File: src/rtl/bounds_reason_parser_assert.svh
// Assertion macros shared by the bounds reason parser modules.
`ifndef BOUNDS_REASON_PARSER_ASSERT_SVH
`define BOUNDS_REASON_PARSER_ASSERT_SVH
`ifndef SYNTHESIS
// Same-cycle implication, checked on every clock edge outside reset.
`define BRP_ASSERT_IMPLY(label, ante, cons) \
    label: assert property (@(posedge clk) disable iff (!rst_n) (ante) |-> (cons)) \
        else $error("bounds_reason_parser: assertion failed");
// Next-cycle implication, checked on every clock edge outside reset.
`define BRP_ASSERT_NEXT(label, ante, cons) \
    label: assert property (@(posedge clk) disable iff (!rst_n) (ante) |=> (cons)) \
        else $error("bounds_reason_parser: assertion failed");
`else
`define BRP_ASSERT_IMPLY(label, ante, cons)
`define BRP_ASSERT_NEXT(label, ante, cons)
`endif
`endif

File: src/rtl/brp_pkg.sv
// Types, codes and sizes shared by the bounds reason parser modules.
package brp_pkg;

    localparam int MAX_VARS   = 64;
    localparam int MAX_WORDS  = 65536;
    localparam int VAR_IDX_W  = $clog2(MAX_VARS);
    localparam int CNT_W      = 7;
    localparam int NT_W       = CNT_W + 1;
    localparam int WORD_W     = 32;
    localparam int WL_W       = 17;
    localparam int LIT_W      = 16;
    localparam int CODE_W     = 4;
    localparam int CFG_IDX_W  = 1;

    localparam int FIFO_DEPTH = 2;
    localparam int FIFO_PTR_W = $clog2(FIFO_DEPTH);
    localparam int FIFO_CNT_W = $clog2(FIFO_DEPTH + 1);

    // Configuration register indexes
    localparam logic [CFG_IDX_W-1:0] REG_INT_COUNT   = 1'd0;
    localparam logic [CFG_IDX_W-1:0] REG_FLOAT_COUNT = 1'd1;

    // Parse phases
    localparam logic [1:0] PH_INDEX = 2'd0;
    localparam logic [1:0] PH_COUNT = 2'd1;
    localparam logic [1:0] PH_LITS  = 2'd2;

    // Error codes
    localparam logic [CODE_W-1:0] ERR_NONE      = 4'd0;
    localparam logic [CODE_W-1:0] ERR_INDEX     = 4'd1;
    localparam logic [CODE_W-1:0] ERR_DUP       = 4'd2;
    localparam logic [CODE_W-1:0] ERR_NO_COUNT  = 4'd3;
    localparam logic [CODE_W-1:0] ERR_NEG_COUNT = 4'd4;
    localparam logic [CODE_W-1:0] ERR_TRUNC     = 4'd5;
    localparam logic [CODE_W-1:0] ERR_DEP       = 4'd6;
    localparam logic [CODE_W-1:0] ERR_BOUND     = 4'd7;
    localparam logic [CODE_W-1:0] ERR_MISSING   = 4'd8;

    typedef struct packed {
        logic signed [WORD_W-1:0] word;
        logic [WL_W-1:0]          words_left;
    } item_t;

    typedef struct packed {
        logic [CODE_W-1:0]   error_code;
        logic [MAX_VARS-1:0] int_mask;
        logic [MAX_VARS-1:0] float_mask;
    } result_t;

    // Variable counts from the configuration registers
    typedef struct packed {
        logic [CNT_W-1:0] ni;
        logic [NT_W-1:0]  nt;
    } counts_t;

    // One classified word as queued between front and back
    typedef struct packed {
        logic                 take;
        logic                 last;
        logic                 nt_big;
        logic                 idx_ok;
        logic                 neg;
        logic                 cnt_big;
        logic                 cnt_zero;
        logic [LIT_W-1:0]     cnt;
        logic                 dep_int;
        logic                 dep_float;
        logic                 bound_ok;
        logic [VAR_IDX_W-1:0] idx;
        logic [VAR_IDX_W-1:0] fidx;
    } op_t;

endpackage

File: src/rtl/brp_front.sv
// Front end: classifies each incoming word against the variable counts.
module brp_front (
    input  brp_pkg::item_t   item,
    input  brp_pkg::counts_t counts,
    output brp_pkg::op_t     op
);

    logic [brp_pkg::WORD_W-1:0] w;
    logic                       w_neg;
    logic                       w_zero;
    logic [brp_pkg::WL_W-1:0]   wl_clamped;
    logic [brp_pkg::WL_W-1:0]   wl_minus1;
    logic [brp_pkg::WORD_W-1:0] half;
    logic [brp_pkg::WORD_W-1:0] ni_w;
    logic [brp_pkg::WORD_W-1:0] nt_w;

    // Clamp the word count and derive the largest legal literal count
    always_comb
    begin
        if (item.words_left > brp_pkg::WL_W'(brp_pkg::MAX_WORDS))
            wl_clamped = brp_pkg::WL_W'(brp_pkg::MAX_WORDS);
        else
            wl_clamped = item.words_left;
        wl_minus1 = wl_clamped - 1'b1;
        half      = brp_pkg::WORD_W'(wl_minus1[brp_pkg::WL_W-1:1]);
    end

    assign w      = item.word;
    assign w_neg  = w[brp_pkg::WORD_W-1];
    assign w_zero = (w == '0);
    assign ni_w   = brp_pkg::WORD_W'(counts.ni);
    assign nt_w   = brp_pkg::WORD_W'(counts.nt);

    // Classify the word for every phase at once
    always_comb
    begin
        op.take      = (item.words_left != '0);
        op.last      = (item.words_left <= brp_pkg::WL_W'(1));
        op.nt_big    = (counts.nt > brp_pkg::NT_W'(brp_pkg::MAX_VARS));
        op.idx_ok    = !w_neg && !w_zero && (w <= nt_w);
        op.neg       = w_neg;
        op.cnt_big   = !w_neg && (w > half);
        op.cnt_zero  = w_zero;
        op.cnt       = w[brp_pkg::LIT_W-1:0];
        op.dep_int   = !w_neg && !w_zero && (w <= ni_w);
        op.dep_float = !w_neg && (w > ni_w) && (w <= nt_w);
        op.bound_ok  = (w == brp_pkg::WORD_W'(1)) || (w == brp_pkg::WORD_W'(2));
        op.idx       = w[brp_pkg::VAR_IDX_W-1:0] - 1'b1;
        op.fidx      = w[brp_pkg::VAR_IDX_W-1:0] - 1'b1
                       - counts.ni[brp_pkg::VAR_IDX_W-1:0];
    end

endmodule

File: src/rtl/brp_fifo.sv
// Short queue of classified words between the front and back ends.
`include "bounds_reason_parser_assert.svh"

module brp_fifo (
    input  logic         clk,
    input  logic         rst_n,
    input  logic         push,
    input  brp_pkg::op_t push_data,
    input  logic         pop,
    output brp_pkg::op_t pop_data,
    output logic         full,
    output logic         empty
);

    brp_pkg::op_t                   mem_reg [brp_pkg::FIFO_DEPTH];
    logic [brp_pkg::FIFO_PTR_W-1:0] wr_ptr_reg;
    logic [brp_pkg::FIFO_PTR_W-1:0] wr_ptr_next;
    logic [brp_pkg::FIFO_PTR_W-1:0] rd_ptr_reg;
    logic [brp_pkg::FIFO_PTR_W-1:0] rd_ptr_next;
    logic [brp_pkg::FIFO_CNT_W-1:0] count_reg;
    logic [brp_pkg::FIFO_CNT_W-1:0] count_next;

    assign full     = (count_reg == brp_pkg::FIFO_CNT_W'(brp_pkg::FIFO_DEPTH));
    assign empty    = (count_reg == '0);
    assign pop_data = mem_reg[rd_ptr_reg];

    // Advance pointers and occupancy
    always_comb
    begin
        wr_ptr_next = wr_ptr_reg;
        rd_ptr_next = rd_ptr_reg;
        count_next  = count_reg;
        if (push)
            wr_ptr_next = (wr_ptr_reg == brp_pkg::FIFO_PTR_W'(brp_pkg::FIFO_DEPTH - 1))
                          ? '0 : wr_ptr_reg + 1'b1;
        if (pop)
            rd_ptr_next = (rd_ptr_reg == brp_pkg::FIFO_PTR_W'(brp_pkg::FIFO_DEPTH - 1))
                          ? '0 : rd_ptr_reg + 1'b1;
        if (push && !pop)
            count_next = count_reg + 1'b1;
        else if (pop && !push)
            count_next = count_reg - 1'b1;
    end

    always_ff @(posedge clk or negedge rst_n)
    begin
        if (!rst_n)
        begin
            wr_ptr_reg <= '0;
            rd_ptr_reg <= '0;
            count_reg  <= '0;
        end
        else
        begin
            wr_ptr_reg <= wr_ptr_next;
            rd_ptr_reg <= rd_ptr_next;
            count_reg  <= count_next;
        end
    end

    // Write the entry at the tail
    always_ff @(posedge clk)
    begin
        if (push)
            mem_reg[wr_ptr_reg] <= push_data;
    end

    `BRP_ASSERT_IMPLY(a_fifo_bounded, 1'b1, count_reg <= brp_pkg::FIFO_CNT_W'(brp_pkg::FIFO_DEPTH))
    `BRP_ASSERT_NEXT(a_fifo_push_grows, push && !pop, count_reg == brp_pkg::FIFO_CNT_W'($past(count_reg) + 1'b1))
    `BRP_ASSERT_IMPLY(a_fifo_pop_nonempty, pop, !empty)

endmodule

File: src/rtl/brp_back.sv
// Back end: runs the parse state on classified words and holds the result.
`include "bounds_reason_parser_assert.svh"

module brp_back (
    input  logic              clk,
    input  logic              rst_n,
    input  brp_pkg::counts_t  counts,
    input  logic              op_valid,
    input  brp_pkg::op_t      op,
    output logic              op_pop,
    output logic              result_valid,
    input  logic              result_stall,
    output brp_pkg::result_t  result
);

    logic [1:0]                   phase_reg;
    logic [1:0]                   phase_next;
    logic                         side_reg;
    logic                         side_next;
    logic [brp_pkg::LIT_W-1:0]    lits_reg;
    logic [brp_pkg::LIT_W-1:0]    lits_next;
    logic                         half_reg;
    logic                         half_next;
    logic [brp_pkg::MAX_VARS-1:0] expl_reg;
    logic [brp_pkg::MAX_VARS-1:0] expl_next;
    logic [brp_pkg::MAX_VARS-1:0] idep_reg;
    logic [brp_pkg::MAX_VARS-1:0] idep_next;
    logic [brp_pkg::MAX_VARS-1:0] fdep_reg;
    logic [brp_pkg::MAX_VARS-1:0] fdep_next;
    logic [brp_pkg::CODE_W-1:0]   err_reg;
    logic [brp_pkg::CODE_W-1:0]   err_next;
    logic                         rvalid_reg;
    logic                         rvalid_next;
    brp_pkg::result_t             result_reg;
    brp_pkg::result_t             result_next;
    logic [brp_pkg::MAX_VARS-1:0] all_mask;
    logic [brp_pkg::CODE_W-1:0]   code;

    // Take a word whenever the result register is free or being drained
    assign op_pop       = op_valid && (!rvalid_reg || !result_stall);
    assign result_valid = rvalid_reg;
    assign result       = result_reg;

    // Mask of every variable that must be explained
    always_comb
    begin
        if (counts.nt >= brp_pkg::NT_W'(brp_pkg::MAX_VARS))
            all_mask = '1;
        else
            all_mask = (brp_pkg::MAX_VARS'(1) << counts.nt) - 1'b1;
    end

    // Parse one word, then close the reason on its last word
    always_comb
    begin
        phase_next  = phase_reg;
        side_next   = side_reg;
        lits_next   = lits_reg;
        half_next   = half_reg;
        expl_next   = expl_reg;
        idep_next   = idep_reg;
        fdep_next   = fdep_reg;
        err_next    = err_reg;
        rvalid_next = rvalid_reg;
        result_next = result_reg;
        code        = brp_pkg::ERR_NONE;

        if (rvalid_reg && !result_stall)
            rvalid_next = 1'b0;

        if (op_pop)
        begin
            if (op.take && (err_reg == brp_pkg::ERR_NONE))
            begin
                if (op.nt_big)
                    err_next = brp_pkg::ERR_MISSING;
                else
                begin
                    unique case (phase_reg)
                        brp_pkg::PH_INDEX:
                        begin
                            if (!op.idx_ok)
                                err_next = brp_pkg::ERR_INDEX;
                            else if (expl_reg[op.idx])
                                err_next = brp_pkg::ERR_DUP;
                            else
                            begin
                                expl_next[op.idx] = 1'b1;
                                phase_next        = brp_pkg::PH_COUNT;
                                side_next         = 1'b0;
                            end
                        end
                        brp_pkg::PH_COUNT:
                        begin
                            if (op.neg)
                                err_next = brp_pkg::ERR_NEG_COUNT;
                            else if (op.cnt_big)
                                err_next = brp_pkg::ERR_TRUNC;
                            else if (op.cnt_zero)
                            begin
                                phase_next = side_reg ? brp_pkg::PH_INDEX : brp_pkg::PH_COUNT;
                                side_next  = !side_reg;
                            end
                            else
                            begin
                                lits_next  = op.cnt;
                                half_next  = 1'b0;
                                phase_next = brp_pkg::PH_LITS;
                            end
                        end
                        brp_pkg::PH_LITS:
                        begin
                            if (!half_reg)
                            begin
                                if (op.dep_int)
                                begin
                                    idep_next[op.idx] = 1'b1;
                                    half_next         = 1'b1;
                                end
                                else if (op.dep_float)
                                begin
                                    fdep_next[op.fidx] = 1'b1;
                                    half_next          = 1'b1;
                                end
                                else
                                    err_next = brp_pkg::ERR_DEP;
                            end
                            else if (!op.bound_ok)
                                err_next = brp_pkg::ERR_BOUND;
                            else
                            begin
                                half_next = 1'b0;
                                lits_next = lits_reg - 1'b1;
                                if (lits_reg == brp_pkg::LIT_W'(1))
                                begin
                                    phase_next = side_reg ? brp_pkg::PH_INDEX
                                                          : brp_pkg::PH_COUNT;
                                    side_next  = !side_reg;
                                end
                            end
                        end
                        default:
                        begin
                            phase_next = phase_reg;
                        end
                    endcase
                end
            end

            if (op.last)
            begin
                // Pick the final code
                code = err_next;
                if (code == brp_pkg::ERR_NONE)
                begin
                    if (op.nt_big)
                        code = brp_pkg::ERR_MISSING;
                    else if (phase_next == brp_pkg::PH_COUNT)
                        code = brp_pkg::ERR_NO_COUNT;
                    else if (phase_next == brp_pkg::PH_LITS)
                        code = brp_pkg::ERR_TRUNC;
                    else if (expl_next != all_mask)
                        code = brp_pkg::ERR_MISSING;
                end
                result_next.error_code = code;
                result_next.int_mask   = (code == brp_pkg::ERR_NONE) ? idep_next : '0;
                result_next.float_mask = (code == brp_pkg::ERR_NONE) ? fdep_next : '0;
                rvalid_next            = 1'b1;

                // Drop the parse state for the next reason
                phase_next = brp_pkg::PH_INDEX;
                side_next  = 1'b0;
                lits_next  = '0;
                half_next  = 1'b0;
                expl_next  = '0;
                idep_next  = '0;
                fdep_next  = '0;
                err_next   = brp_pkg::ERR_NONE;
            end
        end
    end

    always_ff @(posedge clk or negedge rst_n)
    begin
        if (!rst_n)
        begin
            phase_reg  <= brp_pkg::PH_INDEX;
            side_reg   <= 1'b0;
            lits_reg   <= '0;
            half_reg   <= 1'b0;
            expl_reg   <= '0;
            idep_reg   <= '0;
            fdep_reg   <= '0;
            err_reg    <= brp_pkg::ERR_NONE;
            rvalid_reg <= 1'b0;
        end
        else
        begin
            phase_reg  <= phase_next;
            side_reg   <= side_next;
            lits_reg   <= lits_next;
            half_reg   <= half_next;
            expl_reg   <= expl_next;
            idep_reg   <= idep_next;
            fdep_reg   <= fdep_next;
            err_reg    <= err_next;
            rvalid_reg <= rvalid_next;
        end
    end

    // Hold the result payload
    always_ff @(posedge clk)
    begin
        result_reg <= result_next;
    end

    `BRP_ASSERT_IMPLY(a_masks_clear_on_error, rvalid_reg && (result_reg.error_code != brp_pkg::ERR_NONE), (result_reg.int_mask == '0) && (result_reg.float_mask == '0))
    `BRP_ASSERT_IMPLY(a_lits_pending, (phase_reg == brp_pkg::PH_LITS) && (err_reg == brp_pkg::ERR_NONE), lits_reg != '0)
    `BRP_ASSERT_NEXT(a_result_held, rvalid_reg && result_stall, rvalid_reg && (result_reg == $past(result_reg)))

endmodule

File: src/rtl/bounds_reason_parser.sv
// Top level of the bounds reason parser: config registers, front, queue, back.
//
// Usage: one reason word enters per transfer on the item channel (item_valid,
// item_stall, item). Each item carries the signed word and the number of
// words left in the reason including this one; 0 ends a reason without a
// word, 1 marks its last word. The block records the first error, collects
// integer and float dependency masks, and on the last item offers one
// transfer on the result channel (result_valid, result_stall, result).
// The configuration channel (cfg_valid, cfg_ready, cfg_index, cfg_data) sets
// the integer variable count (index 0) and float variable count (index 1);
// it is always ready; the user must see that it is written only while the
// block is idle, which the block itself does not enforce. Throughput: one
// word per cycle while the result receiver does not stall, limited by the
// single state update in the back end. A last word enters the queue on the
// accepting edge, and the result register loads when the back end takes
// it from the queue, after any words queued ahead of it.
// Reset clears the parse state, the queue, the result valid flag and both
// counts. While the result receiver stalls, the back end holds; the queue
// takes up to two more words and then item_stall rises.
module bounds_reason_parser (
    input  logic                              clk,
    input  logic                              rst_n,
    input  logic                              item_valid,
    output logic                              item_stall,
    input  brp_pkg::item_t                    item,
    output logic                              result_valid,
    input  logic                              result_stall,
    output brp_pkg::result_t                  result,
    input  logic                              cfg_valid,
    output logic                              cfg_ready,
    input  logic [brp_pkg::CFG_IDX_W-1:0]     cfg_index,
    input  logic [brp_pkg::CNT_W-1:0]         cfg_data
);

    logic [brp_pkg::CNT_W-1:0] int_count_reg;
    logic [brp_pkg::CNT_W-1:0] float_count_reg;
    brp_pkg::counts_t          counts;
    brp_pkg::op_t              front_op;
    brp_pkg::op_t              back_op;
    logic                      q_full;
    logic                      q_empty;
    logic                      q_push;
    logic                      q_pop;

    assign cfg_ready = 1'b1;

    // Write configuration registers
    always_ff @(posedge clk or negedge rst_n)
    begin
        if (!rst_n)
        begin
            int_count_reg   <= '0;
            float_count_reg <= '0;
        end
        else if (cfg_valid && cfg_ready)
        begin
            unique case (cfg_index)
                brp_pkg::REG_INT_COUNT:   int_count_reg   <= cfg_data;
                brp_pkg::REG_FLOAT_COUNT: float_count_reg <= cfg_data;
                default:                  int_count_reg   <= int_count_reg;
            endcase
        end
    end

    assign counts.ni = int_count_reg;
    assign counts.nt = brp_pkg::NT_W'(int_count_reg) + brp_pkg::NT_W'(float_count_reg);

    // Accept a word whenever the queue has room
    assign item_stall = q_full;
    assign q_push     = item_valid && !q_full;

    brp_front u_front (
        .item   (item),
        .counts (counts),
        .op     (front_op)
    );

    brp_fifo u_fifo (
        .clk       (clk),
        .rst_n     (rst_n),
        .push      (q_push),
        .push_data (front_op),
        .pop       (q_pop),
        .pop_data  (back_op),
        .full      (q_full),
        .empty     (q_empty)
    );

    brp_back u_back (
        .clk          (clk),
        .rst_n        (rst_n),
        .counts       (counts),
        .op_valid     (!q_empty),
        .op           (back_op),
        .op_pop       (q_pop),
        .result_valid (result_valid),
        .result_stall (result_stall),
        .result       (result)
    );

endmodule
File: config.mk
export PLATFORM = sky130hd
export DESIGN_NAME = bounds_reason_parser
export DESIGN_NICKNAME = d
export VERILOG_FILES = /design/src/rtl/brp_pkg.sv /design/src/rtl/brp_front.sv /design/src/rtl/brp_fifo.sv /design/src/rtl/brp_back.sv /design/src/rtl/bounds_reason_parser.sv
export VERILOG_INCLUDE_DIRS = /design/src /design/src/rtl
export SDC_FILE = /design/constraint.sdc
export NUM_CORES = 1
export LEC_CHECK = 0
export BUFFER_PORTS_ARGS = -buffer_cell sky130_fd_sc_hd__buf_2
export CAP_MARGIN = 30
export CORE_MARGIN = 5
export CORE_UTILIZATION = 55
export CTS_BUF_LIST = sky130_fd_sc_hd__clkbuf_4
export DETAILED_ROUTE_END_ITERATION = 10
export PLACE_DENSITY = 0.79
export SLEW_MARGIN = 20
export SYNTH_ARGS = -nofsm -noshare
export SYNTH_HDL_FRONTEND = slang
export SYNTH_SLANG_ARGS = --single-unit
File: constraint.sdc
create_clock -name clk -period 14.2 [get_ports clk]
set_clock_uncertainty 0.1 [all_clocks]
set_input_delay 3.55 -clock clk [delete_from_list [all_inputs] [get_ports clk]]
set_output_delay 3.55 -clock clk [all_outputs]
set_load 0.005 [all_outputs]
# Word level (Yosys, flattened, before mapping)
# Memories as Yosys holds them, arrays and structs flattened.
# Index checks and enable logic that the tools add are counted.
[classes] add_sub_neg=10 order_cmp=12 eq_ne=19 shifts=1 muxes=103 bitwise_logic=4 n_reduce_logical=42
[op_table] operator="2-to-1 mux 64 bit" count=21
[op_table] operator="bitwise OR 64 bit" count=3
[op_table] operator="2-to-1 mux 16 bit" count=8
[op_table] operator="2-to-1 mux 4 bit" count=19
[op_table] operator="inequality test 64 bit" count=1
[op_table] operator="<< shifter 1 x 8 -> 64 bit, first input constant" count=1
[op_table] operator="subtractor 64 x 1 -> 64 bit, second input constant" count=1
[op_table] operator="equality test 32 x 1 -> 1 bit, second input constant" count=1
[op_table] operator="equality test 32 x 2 -> 1 bit, second input constant" count=1
[op_table] operator="> comparator 32 x 16 -> 1 bit" count=1
[op_table] operator="> comparator 32 x 7 -> 1 bit" count=1
[op_table] operator="<= comparator 32 x 7 -> 1 bit" count=1
[op_table] operator="<= comparator 32 x 8 -> 1 bit" count=1
[op_table] operator="logical NOT 32 bit" count=1
[op_table] operator="2-to-1 mux 1 bit" count=32
[op_table] operator="one-hot mux 16 bit (2 select lines)" count=1
[op_table] operator="2-to-1 mux 2 bit" count=14
[op_table] operator="> comparator 17 bit, second input constant" count=1
[op_table] operator="<= comparator 17 x 1 -> 1 bit, second input constant" count=1
[op_table] operator="2-to-1 mux 17 bit" count=1
[op_table] operator="nonzero test 17 bit" count=1
[op_table] operator="subtractor 17 x 1 -> 17 bit, second input constant" count=1
[op_table] operator="equality test 16 x 1 -> 1 bit, second input constant" count=1
[op_table] operator="subtractor 16 x 1 -> 16 bit, second input constant" count=1
[op_table] operator="other kinds (34)" count=76
[totals] regBits=367 ram_bits=76 in_bits=62 out_inout_bits=135 wordCells=209 memories=1
[mem_list] memory="u_fifo.mem_reg" words=2 width=38 read_ports=1 rd_clocked_by_memory_dff=0 write_ports=1 line_no="brp_fifo.sv:15" text="brp_pkg::op_t mem_reg [brp_pkg::FIFO_DEPTH];"

# Longest topological paths before layout
# Gate-level depths: netlist of run 1.
# An unclocked memory read counts as a cell.
[logic_depth] depth_word=21 depth_mapped=23 depth_no_buf=16

# Hierarchy
# From an unflattened synthesis of run 1, not the netlist that was laid out.
[unflattened] hier_cells=2508 area_unflattened_um2=24305.8
[modules_own_cells] mod="brp_back" n_inst=1 cells_per_inst=2057 area_per_inst_um2=18750.5 seq_area_each_um2=9394.0
[modules_own_cells] mod="brp_fifo" n_inst=1 cells_per_inst=134 area_per_inst_um2=2975.4 seq_area_each_um2=2382.3
[modules_own_cells] mod="brp_front" n_inst=1 cells_per_inst=244 area_per_inst_um2=1751.7 seq_area_each_um2=0.0
[modules_own_cells] mod="bounds_reason_parser" n_inst=1 cells_per_inst=73 area_per_inst_um2=828.3 seq_area_each_um2=350.3

# Least setup slack after synthesis of run 1
# No wires, ideal clock.
[synth_timing] path_kind="input -> register" from="input result_stall" to="register u_back.result_reg (netlist bit u_back.result[0]), enable pin" setup_ns=0.548 arrival_ns=7.985 t_required_ns=13.552 path_slack_ns=5.567 path_stages=4 n_path_buf=1 cell_sequence="a21oi_1 > inv_1 > nor2_1 > clkbuf_1"
[synth_between] elab_chain_len=4
[synth_rtl] element="start, declared" line_no="bounds_reason_parser.sv:27" text="input logic result_stall,"
[synth_rtl] element="logical NOT 1 bit" line_no="brp_back.sv:40" text="assign op_pop = op_valid && (!rvalid_reg || !result_stall);"
[synth_rtl] element="logical OR 1 bit" line_no="brp_back.sv:40"
[synth_rtl] element="logical AND 1 bit" line_no="brp_back.sv:40"
[synth_rtl] element="AND reduction 2 bit (no source line)"
[synth_rtl] element="end signal, assigned" line_no="brp_back.sv:214" text="result_reg <= result_next;"
[synth_rtl] element="end, declared" line_no="brp_back.sv:34" text="brp_pkg::result_t result_reg;"
# No other way between the ends.
# A chain may end at the register's enable or synchronous reset.

# Worst setup path in the final report of run 1
[layout_timing] from="register float_count_reg[4] (netlist bit)" to="register u_back.result_reg (netlist bit u_back.result[67]) (data pin)"
[layout_between] elab_chain_len=13 elab_cells_between_ends=14 cone_classes="2 x add/sub; 1 x order compare; 1 x eq/ne; 1 x shift; 8 x mux; 1 x reduce/logical"
[layout_rtl] element="start, declared" line_no="bounds_reason_parser.sv:36" text="logic [brp_pkg::CNT_W-1:0] float_count_reg;"
[layout_rtl] element="start signal, assigned" line_no="bounds_reason_parser.sv:59" text="brp_pkg::REG_FLOAT_COUNT: float_count_reg <= cfg_data;"
[layout_rtl] element="adder 7 x 7 -> 8 bit *" line_no="bounds_reason_parser.sv:66" text="assign counts.nt = brp_pkg::NT_W'(int_count_reg) + brp_pkg::NT_W'(float_count_reg);"
[layout_rtl] element="<< shifter 1 x 8 -> 64 bit" line_no="brp_back.sv:50" text="all_mask = (brp_pkg::MAX_VARS'(1) << counts.nt) - 1'b1;"
[layout_rtl] element="subtractor 64 x 1 -> 64 bit" line_no="brp_back.sv:50"
[layout_rtl] element="2-to-1 mux 64 bit *" line_no="brp_back.sv:47" text="if (counts.nt >= brp_pkg::NT_W'(brp_pkg::MAX_VARS))"
[layout_rtl] element="inequality test 64 bit *" line_no="brp_back.sv:162" text="else if (expl_next != all_mask)"
[layout_rtl] element="2-to-1 mux 4 bit *" line_no="brp_back.sv:162"
[layout_rtl] element="2-to-1 mux 4 bit *" line_no="brp_back.sv:160" text="else if (phase_next == brp_pkg::PH_LITS)"
[layout_rtl] element="2-to-1 mux 4 bit *" line_no="brp_back.sv:158" text="else if (phase_next == brp_pkg::PH_COUNT)"
[layout_rtl] element="2-to-1 mux 4 bit *" line_no="brp_back.sv:156" text="if (op.nt_big)"
[layout_rtl] element="2-to-1 mux 4 bit *" line_no="brp_back.sv:154" text="if (code == brp_pkg::ERR_NONE)"
[layout_rtl] element="2-to-1 mux 4 bit *" line_no="brp_back.sv:150" text="if (op.last)"
[layout_rtl] element="2-to-1 mux 4 bit *" line_no="brp_back.sv:71" text="if (op_pop)"
[layout_rtl] element="logical NOT 4 bit *" line_no="brp_back.sv:166" text="result_next.int_mask = (code == brp_pkg::ERR_NONE) ? idep_next : '0;"
# Every way passes the cells marked *; elsewhere a longest branch is shown, timed or not. The select of a mux whose other input is x is not followed.

==> results of run 1 <==
[report_power, final]
part | total (mW) | switching (mW) | leakage [nW] | internal, mW
clock network | 1.14 | 0.540 | 0.904 | 0.604
registers | 1.74 | 0.118 | 5.20 | 1.63
logic | 2.07 | 1.51 | 4.92 | 0.561
total | 4.95 | 2.16 | 11.0 | 2.79
[worst min-delay path, cell delays in order, from the launching register on]
cell and delay [ns]:
dfrtp_1 0.34, a21oi_1 0.04, nor2_1 0.07
[cell usage in the layout, fill, tap and decap left out, drive strengths merged, types with 7 or more instances in the layout]
cell     instances
nor2           475
a21oi          314
buf            243
dfrtp          235
edfxtp         208
nor3           188
clkbuf         171
o211ai         136
nand2          133
o21ai          113
ha              56
a31oi           55
nand3           44
inv             41
mux2i           40
clkinv          37
xnor2           33
nor4            30
a21o            25
xor2            25
nand4           25
mux2            20
and3            20
or3             19
o22ai           18
and2            17
nand3b          15
nand2b          14
nor2b           12
a211oi          12
a2111oi         12
or2             10
o21a             9
o31ai            9
nor4b            9
o41ai            9
nor3b            7
or3b             7
a21boi           7
[metal layers]
layer	routed length [µm]	GRT usage, %	vias to the layer above
li1	-	-	10374
met5	0	0	-
met2	36630	47.38	1508
met3	8357	6.174	250
met1	32770	43.14	11072
met4	3005	12.28	0
[cells in the mapped netlist, types with 25 or more instances]
master	count
o211ai_1	136
dfrtp_1	235
o21ai_0	109
a31oi_1	53
nand4_1	25
xor2_1	25
nor2_1	473
inv_1	37
edfxtp_1	208
nand3_1	44
clkbuf_1	128
nor4_1	28
nand2_1	133
mux2i_1	40
a21oi_1	314
ha_1	56
nor3_1	78
nor3_2	110
xnor2_1	33
a21o_1	25
[cell families after synthesis]
| family | after synthesis | share of synthesized area [%] |
|---|---|---|
| other cells | 1 | 0.01470 |
| mux | 60 | 2.452 |
| fa+ha+maj | 58 | 2.903 |
| simple gates | 1045 | 21.26 |
| xor+xnor | 58 | 1.991 |
| buf+inv | 214 | 4.060 |
| compound gates | 795 | 19.80 |
| flops | 443 | 47.53 |
[final timing paths]
path / depth (start not counted) / endpoint / slack [ns]
worst max-delay path: 17 / u_back.result[67]$_SDFFCE_PP0P_ / 6.97
worst min-delay path: 2 / u_back.fdep_reg[56]$_DFFE_PN0P_ / 0.39
worst max register to register: 17 / u_back.result[67]$_SDFFCE_PP0P_ / 6.97
worst min register to register: 2 / u_back.fdep_reg[56]$_DFFE_PN0P_ / 0.39
max in group asynchronous: 3 / u_back.expl_reg[20]$_DFFE_PN0P_ / 10.22
min in group asynchronous: 1 / u_back.expl_reg[24]$_DFFE_PN0P_ / 2.62
[through the flow]
| stage | setup WS [ns] | std cells | hold slack, ns |
|---|---|---|---|
| 2_1_floorplan | 5.567 | 2674 | 0.3608 |
| 3_3_place_gp | 6.454 | 3341 | 0.3762 |
| 3_5_place_dp | 6.908 | 3346 | 0.3814 |
| 4_1_cts | 7.029 | 3555 | 0.3973 |
| 5_1_grt | 6.627 | 3563 | 0.4159 |
| 6_report | 6.966 | 3563 | 0.3937 |
[cell type report]
cell class | count | share of cell area, %
clock inverters | 39 | 0.9056
well taps | 607 | 2.668
clock buffers | 170 | 4.484
diodes | 1 | 0.008792
repair buffers | 244 | 5.214
flip-flops and latches | 443 | 42.61
multi-input cells | 2017 | 43.56
inverters | 42 | 0.5539
==> metrics.cfg, run 1 <==
[worst_setup_path]
cpMaxStageDelayCell = or4_4
worstPathRequired_ns = 14.75
critPathBufInv = 2
crit_top_cell = and3_1
cp_top_family = simple AND/OR/NAND/NOR gates
cp.arrival_ns = 7.78
cp_slowest_stage_delay_ns = 0.73
r2r-start = float_count_reg[4]$_DFFE_PN0P_
path_max_fanout = 63
worstSetupPathType = register to register
crit_path_end_kind = register
path_cells = ha_1 > and3_1 > a221o_1 > and3_1 > inv_2 > and3_1 > nand2_1 > ha_1 > o41a_1 > nand2b_1 > a2111oi_0 > nand4_1 > nor4_1 > nand3_1 > or4_4 > buf_4 > nor3_1
crit_start = float_count_reg[4]$_DFFE_PN0P_
start_kind = register

[floorplanning]
die_w_um = 225.4
dieArea_mm2 = 0.05080
rows = 79
initial_utilization_pct = 55.16
coreArea_mm2 = 0.04626
pin_count = 197
die_y_um = 225.4

[synth]
ys.flop_type = dfrtp_1
yosysTopAreaCell = edfxtp_1
synth-seq-area-share_pct = 47.53
yosysWarnings = 0
synthDominantCellAreaShare_pct = 24.48
synthCells = 2674
synthTopCellsByArea = edfxtp_1 (24%), dfrtp_1 (23%), nor2_1 (7.0%)
synth.distinct_cells = 98
ys_async_sr_fraction_pct = 53.05
synth.ff_latch_count = 443
syn-cell-area_mm2 = 0.02552
synth-edff-count = 208
avgSynthCellArea_um2 = 9.542
synth_fp_nets = 2794

[finish]
largest_reg_flops = 132
regArea_mm2 = 0.01213
nFillCells = 3806
layout-drive-gt1-share_pct = 20.17
final_nets = 2979
final_util_pct = 61.53
area_growth_syn_to_layout_pct = 11.55
multi_input_area_mm2 = 0.01240
design_area_mm2 = 0.02846

[clock_network]
clockBufferDepth = 3
postCtsSetupBuffers = 0
cts_buffers = 111
cts.sink_count = 443
cts.root.buffer_cell = clkbuf_4
clock_latency_ns = 0.88
cts-resized-gates = 0
htreeDepth = 3
cts_tree = built
clk_pin_slew_ns = 0.07
ctsHoldBuffers = 0

[placement]
hpwlAfterDp_um = 54990
place_congestion = 0.9828
place_area_mm2 = 0.02682
portBuffers = 195

[min_path]
min_path_type = register to register
hp-start = u_back.fdep_reg[56]$_DFFE_PN0P_

[sta]
clock.fmax_mhz = 138.2
tns_ns = 0
worst_pin_slew_ns = 1.127
rsz0062_at_grt = false
max_slew_margin_pct = 24.89
finalCritPeriodShare_pct = 50.94
period_minus_slack_ns = 7.234
setup-violations-final = 0
final_max_slew_viol_count = 0
finalHoldViolations = 0

[routing]
vias = 23204
routed_via_density = 6.512
drt_iter0_drc = 3107
drtAntennaViolNets = 0
drc = 0
routedWlPerCell_um = 22.67
dr.pass1.iters = 6
wirelength_um = 80770

[global_route]
grt_pass1_vias = 22344
grt_start_max_net_pins = 220
grt_first_pass_wirelength_um = 125000
grt.total_usage_pct = 30.76
overflow = 0
antenna_found_initial = 1

[power_and_ir_drop]
vdd_drop_max_mv = 0.1762
total_leakage_power_nw = 11.02
power_density_mw_per_mm2 = 174.0
total_power_mw = 4.954

[run]
maxCapViolations = 0

[outcome]
outcome = finished, final reports clean

Power figures use the tool's default switching activity.
==> run 2: changes to the inputs <==
==> constraint.sdc (replaced) <==
create_clock -name clk -period 6.7 [get_ports clk]
set_clock_uncertainty 0.1 [all_clocks]
set_input_delay 1.675 -clock clk [delete_from_list [all_inputs] [get_ports clk]]
set_output_delay 1.675 -clock clk [all_outputs]
set_load 0.005 [all_outputs]
==> run 2 against run 1 <==
- global-route usage up 1.1 points
- critical path depth unchanged
- non-clock buffer count grew 33
- total power up 120%
- wire length is 2.8% higher
- combinational power grew 120%
- utilization up 0.68 points
- register-to-register slack got worse by 6.3 ns
- hold slack improved by 0.0010 ns
- flip-flop and latch count did not move
- largest cell class unchanged
- largest power group unchanged
- highest routed layer unchanged
==> metrics.cfg, run 2 (synthesis results as in run 1) <==
[outcome]
outcome = finished, final reports clean

[floorplanning]
initial_utilization_pct = 55.16  ; unchanged
coreArea_mm2 = 0.04626  ; unchanged
pin_count = 197  ; unchanged
dieArea_mm2 = 0.05080  ; unchanged
die_y_um = 225.4  ; unchanged
rows = 79  ; unchanged
die_w_um = 225.4  ; unchanged

[finish]
final_nets = 3010  ; +1.0%
largest_reg_flops = 132  ; unchanged
layout-drive-gt1-share_pct = 21.32  ; +1.2 points
layout_common_cells = nor2_1 (469), a21oi_1 (314), dfrtp_1 (234), edfxtp_1 (208), buf_2 (194)
final_util_pct = 62.21  ; +0.68 points
area_growth_syn_to_layout_pct = 12.79
final_common_cell = nor2_1

[sta]
tns_ns = 0  ; unchanged
clock.fmax_mhz = 166.2  ; +20%
setup-violations-final = 0  ; unchanged
rsz0062_at_grt = false
finalCritPeriodShare_pct = 89.78  ; +39 points
worst_pin_slew_ns = 1.055  ; -0.07194 ns
max_slew_margin_pct = 29.14  ; +4.3 points
final_max_slew_viol_count = 0  ; unchanged
period_minus_slack_ns = 6.015  ; -1.219 ns
finalHoldViolations = 0  ; unchanged

[global_route]
antenna_found_initial = 2  ; +1
grt_pass1_vias = 22405  ; +0.27%
grt.total_usage_pct = 31.81  ; +1.1 points
overflow = 0  ; unchanged
grt.met3_usage_pct = 6.448  ; +0.27 points
grt_use_met1_pct = 43.51  ; +0.37 points
grt_first_pass_wirelength_um = 127600  ; +2.1%
grt.busiest_layer = met2
grtUsageMet2_pct = 49.98  ; +2.6 points
grt_start_max_net_pins = 133  ; -40%

[clock_network]
clk_pin_slew_ns = 0.06  ; about the same
cts_tree = built
cts-resized-gates = 0  ; unchanged
cts.sink_count = 443  ; unchanged
clock_latency_ns = 0.89  ; about the same
cts.root.buffer_cell = clkbuf_4
ctsHoldBuffers = 0  ; unchanged
clockBufferDepth = 3  ; unchanged
postCtsSetupBuffers = 0  ; unchanged
htreeDepth = 3  ; unchanged
cts_buffers = 109  ; -1.8%

[power_and_ir_drop]
vdd_drop_max_mv = 0.2831  ; +61%
total_leakage_power_nw = 11.20  ; +1.6%
total_power_mw = 10.76  ; +120%
power_density_mw_per_mm2 = 374.0  ; +110%

[routing]
vias = 23414  ; +0.91%
drtAntennaViolNets = 0  ; unchanged
dr.pass1.iters = 8  ; +2
drc = 0  ; unchanged
routed_via_density = 6.518  ; about the same
routedWlPerCell_um = 23.12  ; +2.0%
wirelength_um = 83040  ; +2.8%
drt_iter0_drc = 3195  ; +2.8%

[worst_setup_path]
reg2reg_depth = 17  ; unchanged
crit_start = int_count_reg[0]$_DFFE_PN0P_
worstPathRequired_ns = 7.26  ; -7.49 ns
crit_path_end_kind = register
worstSetupPathType = register to register
start_kind = register
cp.arrival_ns = 6.57  ; -1.21 ns
r2r-start = int_count_reg[0]$_DFFE_PN0P_
path_max_fanout = 21  ; -67%

[min_path]
hp-start = u_fifo.count_reg[1]$_DFFE_PN0P_
hold_depth = 1  ; -1
min_path_type = register to register

[placement]
hpwlAfterDp_um = 58130  ; +5.7%
place_congestion = 0.9818  ; -0.10%
portBuffers = 195  ; unchanged

[run]
maxCapViolations = 0  ; unchanged

[run 2: final cells by class]
class                   count  area (µm²)
fillers                  3827       17480
clock buffers             177        1329
inverters                  42       157.7
repair buffers            277        1774
multi-input cells        2017       12410
diodes                      2       5.005
flip-flops and latches    443       12130
well taps                 607       759.5
clock inverters            27       214.0
[run 2: power by group]
group          internal [mW]  total, mW  leakage [nW]  switching (mW)
clock network           1.31       2.45         0.911            1.14
registers               3.44       3.68          5.20           0.246
logic                   1.34       4.63          5.09            3.29
total                   6.09       10.8          11.2            4.67
[run 2: metal layers]
layer  share of wire, %  wire (µm)  up-vias
met4                3.7       3068        0
met2                 46      38360     1510
met5                  0          0        -
li1                   -          -    10421
met1                 40      33070    11238
met3                 10       8541      245
[run 2: final timing paths]
kind | end | slack (ns)
max | u_back.result[101]$_SDFFCE_PP0P_ | 0.68
min | u_fifo.count_reg[1]$_DFFE_PN0P_ | 0.39
min reg2reg | u_fifo.count_reg[1]$_DFFE_PN0P_ | 0.39
max reg2reg | u_back.result[101]$_SDFFCE_PP0P_ | 0.68
max in group asynchronous | u_back.expl_reg[55]$_DFFE_PN0P_ | 4.44
min in group asynchronous | float_count_reg[4]$_DFFE_PN0P_ | 0.73
[run 2: per-stage QoR]
step,instance area [µm²],hold slack [ns],setup WS [ns],std cells
detailed placement,27160,0.3835,0.7859,3381
global placement,27100,0.3761,0.9621,3378
global route,28780,0.4150,0.2992,3592
floorplan,25520,0.3608,1.080,2674
CTS,28700,0.3983,0.7392,3585
finish,28780,0.3947,0.6848,3592
[run 2: worst max-delay path, cell delays in order, from the launching register on]
cell and delay [ns]:
dfrtp_1 0.42, ha_1 0.24, fa_1 0.42, a21oi_1 0.20, o22a_1 0.25, mux2i_1 0.64
nor2_2 0.09, nand2_1 0.09, ha_1 0.43, o41a_1 0.35, nand2b_1 0.13, a2111oi_0 0.50
nand4_1 0.21, nor4_1 0.31, nand3_1 0.11, or4_4 0.74, buf_4 0.32, nor3_2 0.22
